`src/hdl/pfbw_pkg.sv`:
```
// Package for the panel frame buffer pixel writer.
// Holds panel geometry constants, command, draw mode and sequencer codes,
// and the draw mode bit update function. No dependencies.
`default_nettype none

package pfbw_pkg;

    localparam int MAX_PANELS_DEF = 8;
    localparam int PANEL_BYTES    = 64;

    localparam logic [7:0] BYTE_OFF  = 8'hFF;
    localparam logic [7:0] BYTE_LIT  = 8'h00;
    localparam logic [7:0] MASK_MSB  = 8'h80;
    localparam logic [2:0] BIT_SEL   = 3'h7;

    localparam logic [3:0] PANELS_RESET = 4'd1;

    typedef enum logic [1:0] {
        CMD_WRITE = 2'd0,
        CMD_FILL  = 2'd1,
        CMD_READ  = 2'd2,
        CMD_NONE  = 2'd3
    } t_cmd;

    typedef enum logic [2:0] {
        MODE_NORMAL  = 3'd0,
        MODE_INVERSE = 3'd1,
        MODE_TOGGLE  = 3'd2,
        MODE_OR      = 3'd3,
        MODE_NOR     = 3'd4
    } t_mode;

    typedef enum logic [0:0] {
        CFG_PANELS_WIDE = 1'b0,
        CFG_PANELS_HIGH = 1'b1
    } t_cfg_reg;

    typedef enum logic [3:0] {
        ST_CLEAR,
        ST_IDLE,
        ST_MUL_TOTAL,
        ST_MUL_ROW,
        ST_MUL_PANEL,
        ST_INDEX,
        ST_READ,
        ST_MODIFY,
        ST_FILL,
        ST_DONE
    } t_state;

    function automatic logic [7:0] apply_mode(
        input logic [7:0] b,
        input logic [7:0] mask,
        input logic [2:0] mode,
        input logic       on
    );
        logic [7:0] r;
        r = b;
        case (mode)
            MODE_NORMAL:  r = on ? (b & ~mask) : (b | mask);
            MODE_INVERSE: r = on ? (b | mask) : (b & ~mask);
            MODE_TOGGLE:  r = on ? (b ^ mask) : b;
            MODE_OR:      r = on ? (b & ~mask) : b;
            MODE_NOR:     r = on ? (b | mask) : b;
            default:      r = b;
        endcase
        return r;
    endfunction

endpackage

`default_nettype wire

```
`src/hdl/pfbw_store.sv`:
```
// Frame store memory: one write port, one read port with registered data.
// Used by panel_framebuffer_pixel_writer_core; no package dependencies.
`default_nettype none

module pfbw_store #(
    parameter int DEPTH = 512,
    parameter int AW    = 9
) (
    input  wire logic          i_clk,
    input  wire logic          i_we,
    input  wire logic [AW-1:0] i_waddr,
    input  wire logic [7:0]    i_wdata,
    input  wire logic [AW-1:0] i_raddr,
    output logic      [7:0]    o_rdata
);

    logic [7:0] r_mem [DEPTH];
    logic [7:0] r_rdata;

    always_ff @(posedge i_clk) begin
        if (i_we) begin
            r_mem[i_waddr] <= i_wdata;
        end
        r_rdata <= r_mem[i_raddr];
    end

    assign o_rdata = r_rdata;

endmodule

`default_nettype wire

```
`src/hdl/panel_framebuffer_pixel_writer_core.sv`:
```
// Panel frame buffer pixel writer: sequencer, shared multiplier, output register.
// Depends on pfbw_pkg and pfbw_store.
//
// Usage:
//   Command words enter on the s_axis channel, one result word per command
//   leaves on m_axis (command code 3 is dropped without a result).
//   One command is processed at a time; s_axis tready is high only while
//   the sequencer is idle, so a new command is taken at the earliest in the
//   cycle after the previous result is loaded. A finished result sits in the
//   output register and the next command is taken meanwhile; the sequencer
//   then waits in its done state until the output register frees up.
//   Pixel write: from accept to result, three passes through the
//   shared 8x4 multiplier for panel total, row offset and panel row, an
//   index add, a store read and a read-modify-write. A write clipped by the
//   display bounds goes straight to the done state.
//   Byte read: a read state and a modify state, as the store read port is registered.
//   Fill: all STORE_BYTES store bytes are written, one store byte per cycle.
//   Reset: after i_rst_n releases, a clearing pass writes 0xFF to all
//   STORE_BYTES (MAX_PANELS * 64) bytes, one per cycle; s_axis tready stays
//   low for those cycles. Configuration writes are taken at any time and
//   must only occur while the block is idle.
//   Stalls on m_axis hold the result word; nothing is dropped.
`default_nettype none

module panel_framebuffer_pixel_writer_core #(
    parameter int MAX_PANELS = pfbw_pkg::MAX_PANELS_DEF
) (
    input  wire logic        i_clk,
    input  wire logic        i_rst_n,
    // command, x, y, draw_mode, pixel_on, byte_address
    input  wire logic        i_s_axis_tvalid,
    output logic             o_s_axis_tready,
    input  wire logic [31:0] i_s_axis_tdata,
    // byte_value, byte_index, clipped
    output logic             o_m_axis_tvalid,
    input  wire logic        i_m_axis_tready,
    output logic      [23:0] o_m_axis_tdata,
    input  wire logic        i_cfg_we,
    input  wire logic [0:0]  i_cfg_index,
    input  wire logic [3:0]  i_cfg_wdata
);

    localparam int STORE_BYTES = MAX_PANELS * pfbw_pkg::PANEL_BYTES;
    localparam int AW          = $clog2(STORE_BYTES);
    localparam logic [15:0] STORE_LIMIT = 16'(STORE_BYTES);
    localparam logic [AW-1:0] SWEEP_LAST = AW'(STORE_BYTES - 1);

    pfbw_pkg::t_state r_state, n_state;

    logic [3:0]    r_pw, r_ph;
    logic [1:0]    r_cmd, n_cmd;
    logic [7:0]    r_x, n_x;
    logic [6:0]    r_y, n_y;
    logic [2:0]    r_mode, n_mode;
    logic          r_on, n_on;
    logic [7:0]    r_total, n_total;
    logic [11:0]   r_row, n_row;
    logic [7:0]    r_pan, n_pan;
    logic [15:0]   r_idx, n_idx;
    logic [7:0]    r_fill_val, n_fill_val;
    logic [AW-1:0] r_sweep, n_sweep;
    logic [7:0]    r_res_value, n_res_value;
    logic [8:0]    r_res_index, n_res_index;
    logic          r_res_clip, n_res_clip;
    logic          r_out_valid, n_out_valid;
    logic [17:0]   r_out_data, n_out_data;

    logic [7:0]    w_mul_a;
    logic [3:0]    w_mul_b;
    logic [11:0]   w_prod;

    logic          w_mem_we;
    logic [AW-1:0] w_mem_waddr;
    logic [7:0]    w_mem_wdata;
    logic [7:0]    w_rd_data;
    logic [7:0]    w_new_byte;
    logic [7:0]    w_mask;

    logic [1:0]    w_in_cmd;
    logic [7:0]    w_in_x;
    logic [6:0]    w_in_y;
    logic [2:0]    w_in_mode;
    logic          w_in_on;
    logic [8:0]    w_in_addr;
    logic          w_accept;
    logic          w_in_clip;

    assign w_in_cmd  = i_s_axis_tdata[1:0];
    assign w_in_x    = i_s_axis_tdata[9:2];
    assign w_in_y    = i_s_axis_tdata[16:10];
    assign w_in_mode = i_s_axis_tdata[19:17];
    assign w_in_on   = i_s_axis_tdata[20];
    assign w_in_addr = i_s_axis_tdata[29:21];

    assign o_s_axis_tready = (r_state == pfbw_pkg::ST_IDLE);
    assign w_accept        = i_s_axis_tvalid && o_s_axis_tready;
    assign w_in_clip       = ({1'b0, w_in_x[7:5]} >= r_pw) || ({1'b0, w_in_y[6:4]} >= r_ph);

    always_comb begin
        w_mul_a = {4'd0, r_pw};
        w_mul_b = r_ph;
        case (r_state)
            pfbw_pkg::ST_MUL_ROW: begin
                w_mul_a = r_total;
                w_mul_b = r_y[3:0];
            end
            pfbw_pkg::ST_MUL_PANEL: begin
                w_mul_a = {4'd0, r_pw};
                w_mul_b = {1'b0, r_y[6:4]};
            end
            default: begin
                w_mul_a = {4'd0, r_pw};
                w_mul_b = r_ph;
            end
        endcase
    end

    assign w_prod     = 12'(w_mul_a * w_mul_b);
    assign w_mask     = pfbw_pkg::MASK_MSB >> (r_x[2:0] & pfbw_pkg::BIT_SEL);
    assign w_new_byte = pfbw_pkg::apply_mode(w_rd_data, w_mask, r_mode, r_on);

    always_comb begin
        n_state     = r_state;
        n_cmd       = r_cmd;
        n_x         = r_x;
        n_y         = r_y;
        n_mode      = r_mode;
        n_on        = r_on;
        n_total     = r_total;
        n_row       = r_row;
        n_pan       = r_pan;
        n_idx       = r_idx;
        n_fill_val  = r_fill_val;
        n_sweep     = r_sweep;
        n_res_value = r_res_value;
        n_res_index = r_res_index;
        n_res_clip  = r_res_clip;
        n_out_valid = r_out_valid && !i_m_axis_tready;
        n_out_data  = r_out_data;
        w_mem_we    = 1'b0;
        w_mem_waddr = r_idx[AW-1:0];
        w_mem_wdata = w_new_byte;

        case (r_state)
            pfbw_pkg::ST_CLEAR, pfbw_pkg::ST_FILL: begin
                w_mem_we    = 1'b1;
                w_mem_waddr = r_sweep;
                w_mem_wdata = r_fill_val;
                n_sweep     = r_sweep + 1'b1;
                if (r_sweep == SWEEP_LAST) begin
                    n_sweep = '0;
                    n_state = (r_state == pfbw_pkg::ST_FILL) ? pfbw_pkg::ST_DONE
                                                             : pfbw_pkg::ST_IDLE;
                end
            end
            pfbw_pkg::ST_IDLE: begin
                if (w_accept) begin
                    n_cmd  = w_in_cmd;
                    n_x    = w_in_x;
                    n_y    = w_in_y;
                    n_mode = w_in_mode;
                    n_on   = w_in_on;
                    case (w_in_cmd)
                        pfbw_pkg::CMD_WRITE: begin
                            if (w_in_clip) begin
                                n_res_value = pfbw_pkg::BYTE_LIT;
                                n_res_index = '0;
                                n_res_clip  = 1'b1;
                                n_state     = pfbw_pkg::ST_DONE;
                            end else begin
                                n_state = pfbw_pkg::ST_MUL_TOTAL;
                            end
                        end
                        pfbw_pkg::CMD_FILL: begin
                            n_fill_val  = w_in_on ? pfbw_pkg::BYTE_LIT : pfbw_pkg::BYTE_OFF;
                            n_res_value = w_in_on ? pfbw_pkg::BYTE_LIT : pfbw_pkg::BYTE_OFF;
                            n_res_index = '0;
                            n_res_clip  = 1'b0;
                            n_sweep     = '0;
                            n_state     = pfbw_pkg::ST_FILL;
                        end
                        pfbw_pkg::CMD_READ: begin
                            n_idx = {7'd0, w_in_addr};
                            if ({7'd0, w_in_addr} >= STORE_LIMIT) begin
                                n_res_value = pfbw_pkg::BYTE_LIT;
                                n_res_index = w_in_addr;
                                n_res_clip  = 1'b1;
                                n_state     = pfbw_pkg::ST_DONE;
                            end else begin
                                n_state = pfbw_pkg::ST_READ;
                            end
                        end
                        default: begin
                            n_state = pfbw_pkg::ST_IDLE;
                        end
                    endcase
                end
            end
            pfbw_pkg::ST_MUL_TOTAL: begin
                n_total = w_prod[7:0];
                n_state = pfbw_pkg::ST_MUL_ROW;
            end
            pfbw_pkg::ST_MUL_ROW: begin
                n_row   = w_prod;
                n_state = pfbw_pkg::ST_MUL_PANEL;
            end
            pfbw_pkg::ST_MUL_PANEL: begin
                n_pan   = w_prod[7:0];
                n_state = pfbw_pkg::ST_INDEX;
            end
            pfbw_pkg::ST_INDEX: begin
                n_idx   = 16'(r_x[4:3])
                        + ((16'(r_x[7:5]) + 16'(r_pan)) << 2)
                        + (16'(r_row) << 2);
                n_state = pfbw_pkg::ST_READ;
            end
            pfbw_pkg::ST_READ: begin
                if (r_idx >= STORE_LIMIT) begin
                    n_res_value = pfbw_pkg::BYTE_LIT;
                    n_res_index = '0;
                    n_res_clip  = 1'b1;
                    n_state     = pfbw_pkg::ST_DONE;
                end else begin
                    n_state = pfbw_pkg::ST_MODIFY;
                end
            end
            pfbw_pkg::ST_MODIFY: begin
                n_res_index = r_idx[8:0];
                n_res_clip  = 1'b0;
                if (r_cmd == pfbw_pkg::CMD_WRITE) begin
                    w_mem_we    = 1'b1;
                    n_res_value = w_new_byte;
                end else begin
                    n_res_value = w_rd_data;
                end
                n_state = pfbw_pkg::ST_DONE;
            end
            pfbw_pkg::ST_DONE: begin
                if (!r_out_valid || i_m_axis_tready) begin
                    n_out_valid = 1'b1;
                    n_out_data  = {r_res_clip, r_res_index, r_res_value};
                    n_state     = pfbw_pkg::ST_IDLE;
                end
            end
            default: begin
                n_state = pfbw_pkg::ST_IDLE;
            end
        endcase
    end

    always_ff @(posedge i_clk) begin
        if (!i_rst_n) begin
            r_state     <= pfbw_pkg::ST_CLEAR;
            r_sweep     <= '0;
            r_fill_val  <= pfbw_pkg::BYTE_OFF;
            r_out_valid <= 1'b0;
            r_pw        <= pfbw_pkg::PANELS_RESET;
            r_ph        <= pfbw_pkg::PANELS_RESET;
        end else begin
            r_state     <= n_state;
            r_sweep     <= n_sweep;
            r_fill_val  <= n_fill_val;
            r_out_valid <= n_out_valid;
            if (i_cfg_we) begin
                case (i_cfg_index)
                    pfbw_pkg::CFG_PANELS_WIDE: r_pw <= i_cfg_wdata;
                    pfbw_pkg::CFG_PANELS_HIGH: r_ph <= i_cfg_wdata;
                    default: begin
                    end
                endcase
            end
        end
    end

    always_ff @(posedge i_clk) begin
        r_cmd       <= n_cmd;
        r_x         <= n_x;
        r_y         <= n_y;
        r_mode      <= n_mode;
        r_on        <= n_on;
        r_total     <= n_total;
        r_row       <= n_row;
        r_pan       <= n_pan;
        r_idx       <= n_idx;
        r_res_value <= n_res_value;
        r_res_index <= n_res_index;
        r_res_clip  <= n_res_clip;
        r_out_data  <= n_out_data;
    end

    pfbw_store #(
        .DEPTH (STORE_BYTES),
        .AW    (AW)
    ) u_store (
        .i_clk   (i_clk),
        .i_we    (w_mem_we),
        .i_waddr (w_mem_waddr),
        .i_wdata (w_mem_wdata),
        .i_raddr (r_idx[AW-1:0]),
        .o_rdata (w_rd_data)
    );

    assign o_m_axis_tvalid = r_out_valid;
    assign o_m_axis_tdata  = {6'd0, r_out_data};

endmodule

`default_nettype wire

```
`config.mk`:
```
export PLATFORM = sky130hd
export DESIGN_NAME = panel_framebuffer_pixel_writer_core
export DESIGN_NICKNAME = d
export VERILOG_FILES = /design/src/hdl/pfbw_pkg.sv /design/src/hdl/pfbw_store.sv /design/src/hdl/panel_framebuffer_pixel_writer_core.sv
export SDC_FILE = /design/constraint.sdc
export NUM_CORES = 2
export LEC_CHECK = 0
export BUFFER_PORTS_ARGS = -buffer_cell sky130_fd_sc_hd__buf_2
export CAP_MARGIN = 5
export CORE_ASPECT_RATIO = 0.7
export CORE_MARGIN = 5
export CORE_UTILIZATION = 32
export CTS_CLUSTER_SIZE = 28
export DETAILED_ROUTE_END_ITERATION = 7
export PLACE_DENSITY = 0.44
export SLEW_MARGIN = 20
export SYNTH_ARGS = -nofsm -noshare
export SYNTH_HDL_FRONTEND = slang
export SYNTH_SLANG_ARGS = --single-unit
```
`constraint.sdc`:
```
create_clock -name i_clk -period 36.1 [get_ports i_clk]
set_input_delay 7.22 -clock i_clk [delete_from_list [all_inputs] [get_ports i_clk]]
set_output_delay 7.22 -clock i_clk [all_outputs]
set_load 0.01 [all_outputs]
```
==> flow_metrics.tcl <==
set metrics [dict create \
    status "finished clean" \
    cts_resized 0 \
    wl_per_cell_um 29.7 \
    drive_gt1_frac 0.221 \
    syn-instance-count 8093 \
    syn_area_per_cell_um2 20.5 \
    post_cts_buffers 0 \
    ctsHoldBuffers 0 \
    slew_headroom 0.0910 \
    p_sw_uw 1890 \
    synth_commonest_cells "edfxtp_1, mux4_2, nor2_1" \
    yosys.area_share.simple 0.0318 \
    seq_power_share 0.554 \
    multi_input_area_um2 36700 \
    holdPathEnd "r_out_data[8]" \
    required_ns 28.88 \
    clockPowerShare 0.442 \
    cts_sinks 4227 \
    min_path_type "register to register" \
    chipHeight_um 612 \
    nNetsFinal 8376 \
    cts_inserted_buffers 413 \
    io_buffers 59 \
    die_w_um 870 \
    synth.top_cell.area_share 0.761 \
    max_freq_mhz 102 \
    reg2reg_from "r_idx[0]" \
    peakVddDrop_mv 0.0420 \
    synthMuxAreaShare 0.158 \
    p_leak_uw 0.0560 \
    yosysUniqueCellTypes 64 \
    pin_count 68 \
    synth_compound_area_frac 0.0226 \
    cp-startpoint "r_state[0]" \
    p_comb_frac 0.004 \
    place_hpwl_um 277000 \
    grt-ovfl-total 0 \
    reg2reg_depth 13 \
    viasPerCell 5.21 \
    hold_viol_final 0 \
    ant_nets 0 \
    crit_arrival_ns 2.55 \
    yosys.area.top_type "edfxtp_1" \
    cts_tree "done" \
    grt_pass1_wl_um 647000 \
    first_global_vias 82600 \
    synthXorXnorAreaFrac 0.00153 \
    routed_wirelength_um 460000 \
    vias 80800 \
    hold_start "r_res_index[0]" \
    maxCapViolCount 0 \
    grt_max_degree 205 \
    synth_top_family_by_area "multiplexers" \
    total_power_uw 9600 \
    yosys-top-cells-area "edfxtp_1, mux4_2, nor2_1, mux2i_1, o21ai_0" \
    setup-violations-final 0 \
    path_max_fanout 13 \
    synth_edf_count 4196 \
    worstSetupEndpointType "primary output" \
    r2r_setup_slack_ns 28.28 \
    path_clk_slew_ns 0.06 \
    power.internal_uw 7710 \
    hold_depth 0 \
    finalMaxSlewViolations 0 \
    finish.utilization 0.362 \
    placementRows 221 \
    antenna_found_initial 34 \
    p_per_area_nw_per_um2 51.3 \
    core_area_um2 517000 \
    regArea_um2 127000 \
    start_util 0.320 \
    fillCellCount 47700 \
    fin_crit_ns 9.77 \
    first_iter_violations 8484 \
    seq_area_frac_synth 0.765 \
    fin_crit_sh 0.271 \
    synthArstFlopShare 0 \
    cts_max_path_buffers 4 \
    rsz0062_at_grt "no" \
    drc 0 \
    yosysWarnings 0 \
    timing.setup.tns_ns 0 \
    path_class "register to primary output" \
    fin_skew_ns 0.0425 \
    swShare 0.197 \
    startpoint_type "register" \
    gr-usage-all-layers 0.169 \
    syn-cell-area_um2 166000 \
    ys_seq_elements 4227 \
    tightestPinTransition_ns 1.36 \
    r2r-end "u_store.o_rdata[0]" \
    clk_latency_ns 0.95 \
    ctsRootBufferMaster "clkbuf_16" \
    htreeDepth 5 \
    dr.pass1.iters 6 \
    die-area_um2 532000 \
    area_growth_pct 13.0 \
    synth_fa_ha_area_frac 0.00585 \
    synth_most_common_cell "edfxtp_1" \
    gp_congestion 0.794 \
    synthFlopType "edfxtp_1" \
]
[per-stage QoR]
step | cell area [µm²] | instances | setup slack [ns] | hold slack, ns
after global routing | 187000 | 15500 | 26.16 | 0.426
after CTS | 187000 | 15500 | 26.23 | 0.420
after floorplan | 166000 | 8098 | 17.75 | 0.400
final | 187000 | 15500 | 26.33 | 0.418
after global placement | 174000 | 14800 | 26.31 | 0.408
after detailed placement | 174000 | 14800 | 26.35 | 0.405
[critical path: stages, from the launching register on]
cell and delay [ns]:
dfxtp_1 0.61, nand2b_1 0.19, nor3_2 0.56, buf_2 0.25
[cell type report]
class	instances	share of cell area
well taps	6913	0.0463
clock inverters	224	0.0106
clock buffers	520	0.0586
flip-flops and latches	4227	0.677
repair buffers	240	0.0102
multi-input cells	3328	0.196
diodes	4	0.0000535
inverters	55	0.00116
[power by group through the flow]
stage | Clock [µW] | Sequential [µW] | Combinational [µW]
finish | 4240 | 5310 | 36.4
global route | 4560 | 5310 | 38.1
CTS | 4350 | 5310 | 36.5
detailed placement | 0 | 5420 | 36.3
global placement | 0 | 5420 | 36.8
floorplan | 0 | 5420 | 13.5
[placed cells by master (no fill, tap or decap), types with 9 or more instances in the layout]
cell type     n
edfxtp_1   4196
mux4_2     1025
nor2_1      757
clkbuf_16   423
mux2i_1     262
o21ai_0     234
nand2_1     205
buf_4       162
a21oi_1     156
nand3_1     120
o22ai_1     111
clkinv_1    109
clkbuf_1     96
clkinv_2     64
buf_2        59
ha_1         55
inv_1        53
bufinv_16    35
mux2_2       34
nand4_1      34
o221ai_1     33
a211oi_1     31
dfxtp_1      31
nor3_1       22
nand2_4      18
buf_12       17
xnor2_1      16
and2_1       14
a31oi_1      14
fa_1         14
a21o_1       13
xor2_1       13
nor2b_1      11
nand2b_1     10
and3_1       10
nand3b_1     10
nor3b_1       9
[routing by layer]
layer  wire [µm]  share of wire  track usage
met5           0              0            0
met4        8790          0.019       0.0334
met3       31100          0.068       0.0315
met2      202000           0.44        0.250
met1      219000           0.48        0.261
[how the worst max path moves through the flow]
stage	cells after the start	slack, ns	endpoint
2_1_floorplan	7	17.75	u_store.r_mem[0][5]
3_3_place_gp	9	26.31	r_res_value[3]
3_5_place_dp	9	26.35	r_res_value[6]
4_1_cts	3	26.23	o_s_axis_tready
5_1_grt	3	26.16	o_s_axis_tready
6_report	3	26.33	o_s_axis_tready
[cells by family after synthesis]
group	after synthesis
XOR/XNOR	29
adder cells (fa/ha/maj)	69
AND/OR/NAND/NOR	1261
flip-flops	4227
other	1
multiplexers	1321
AO/OA/AOI/OAI	642
buffers and inverters	543
[registers in the layout, indices dropped and copies added (netlist names)]
| name | cells |
|---|---|
| r_row | 12 |
| r_state | 4 |
| r_pan | 8 |
| r_pw | 4 |
| u_store.o_rdata | 8 |
| r_on | 1 |
| r_ph | 4 |
| u_store.r_mem | 4096 |
| r_total | 8 |
| r_res_index | 9 |
| r_mode | 3 |
| r_sweep | 9 |
| r_fill_val | 1 |
| r_res_value | 8 |
| r_idx | 15 |
| r_cmd | 2 |
| r_out_data | 18 |
| r_y | 7 |
| r_x | 8 |
| o_m_axis_tvalid | 1 |
| r_res_clip | 1 |
Note: power is estimated with default switching activity, not from simulation.
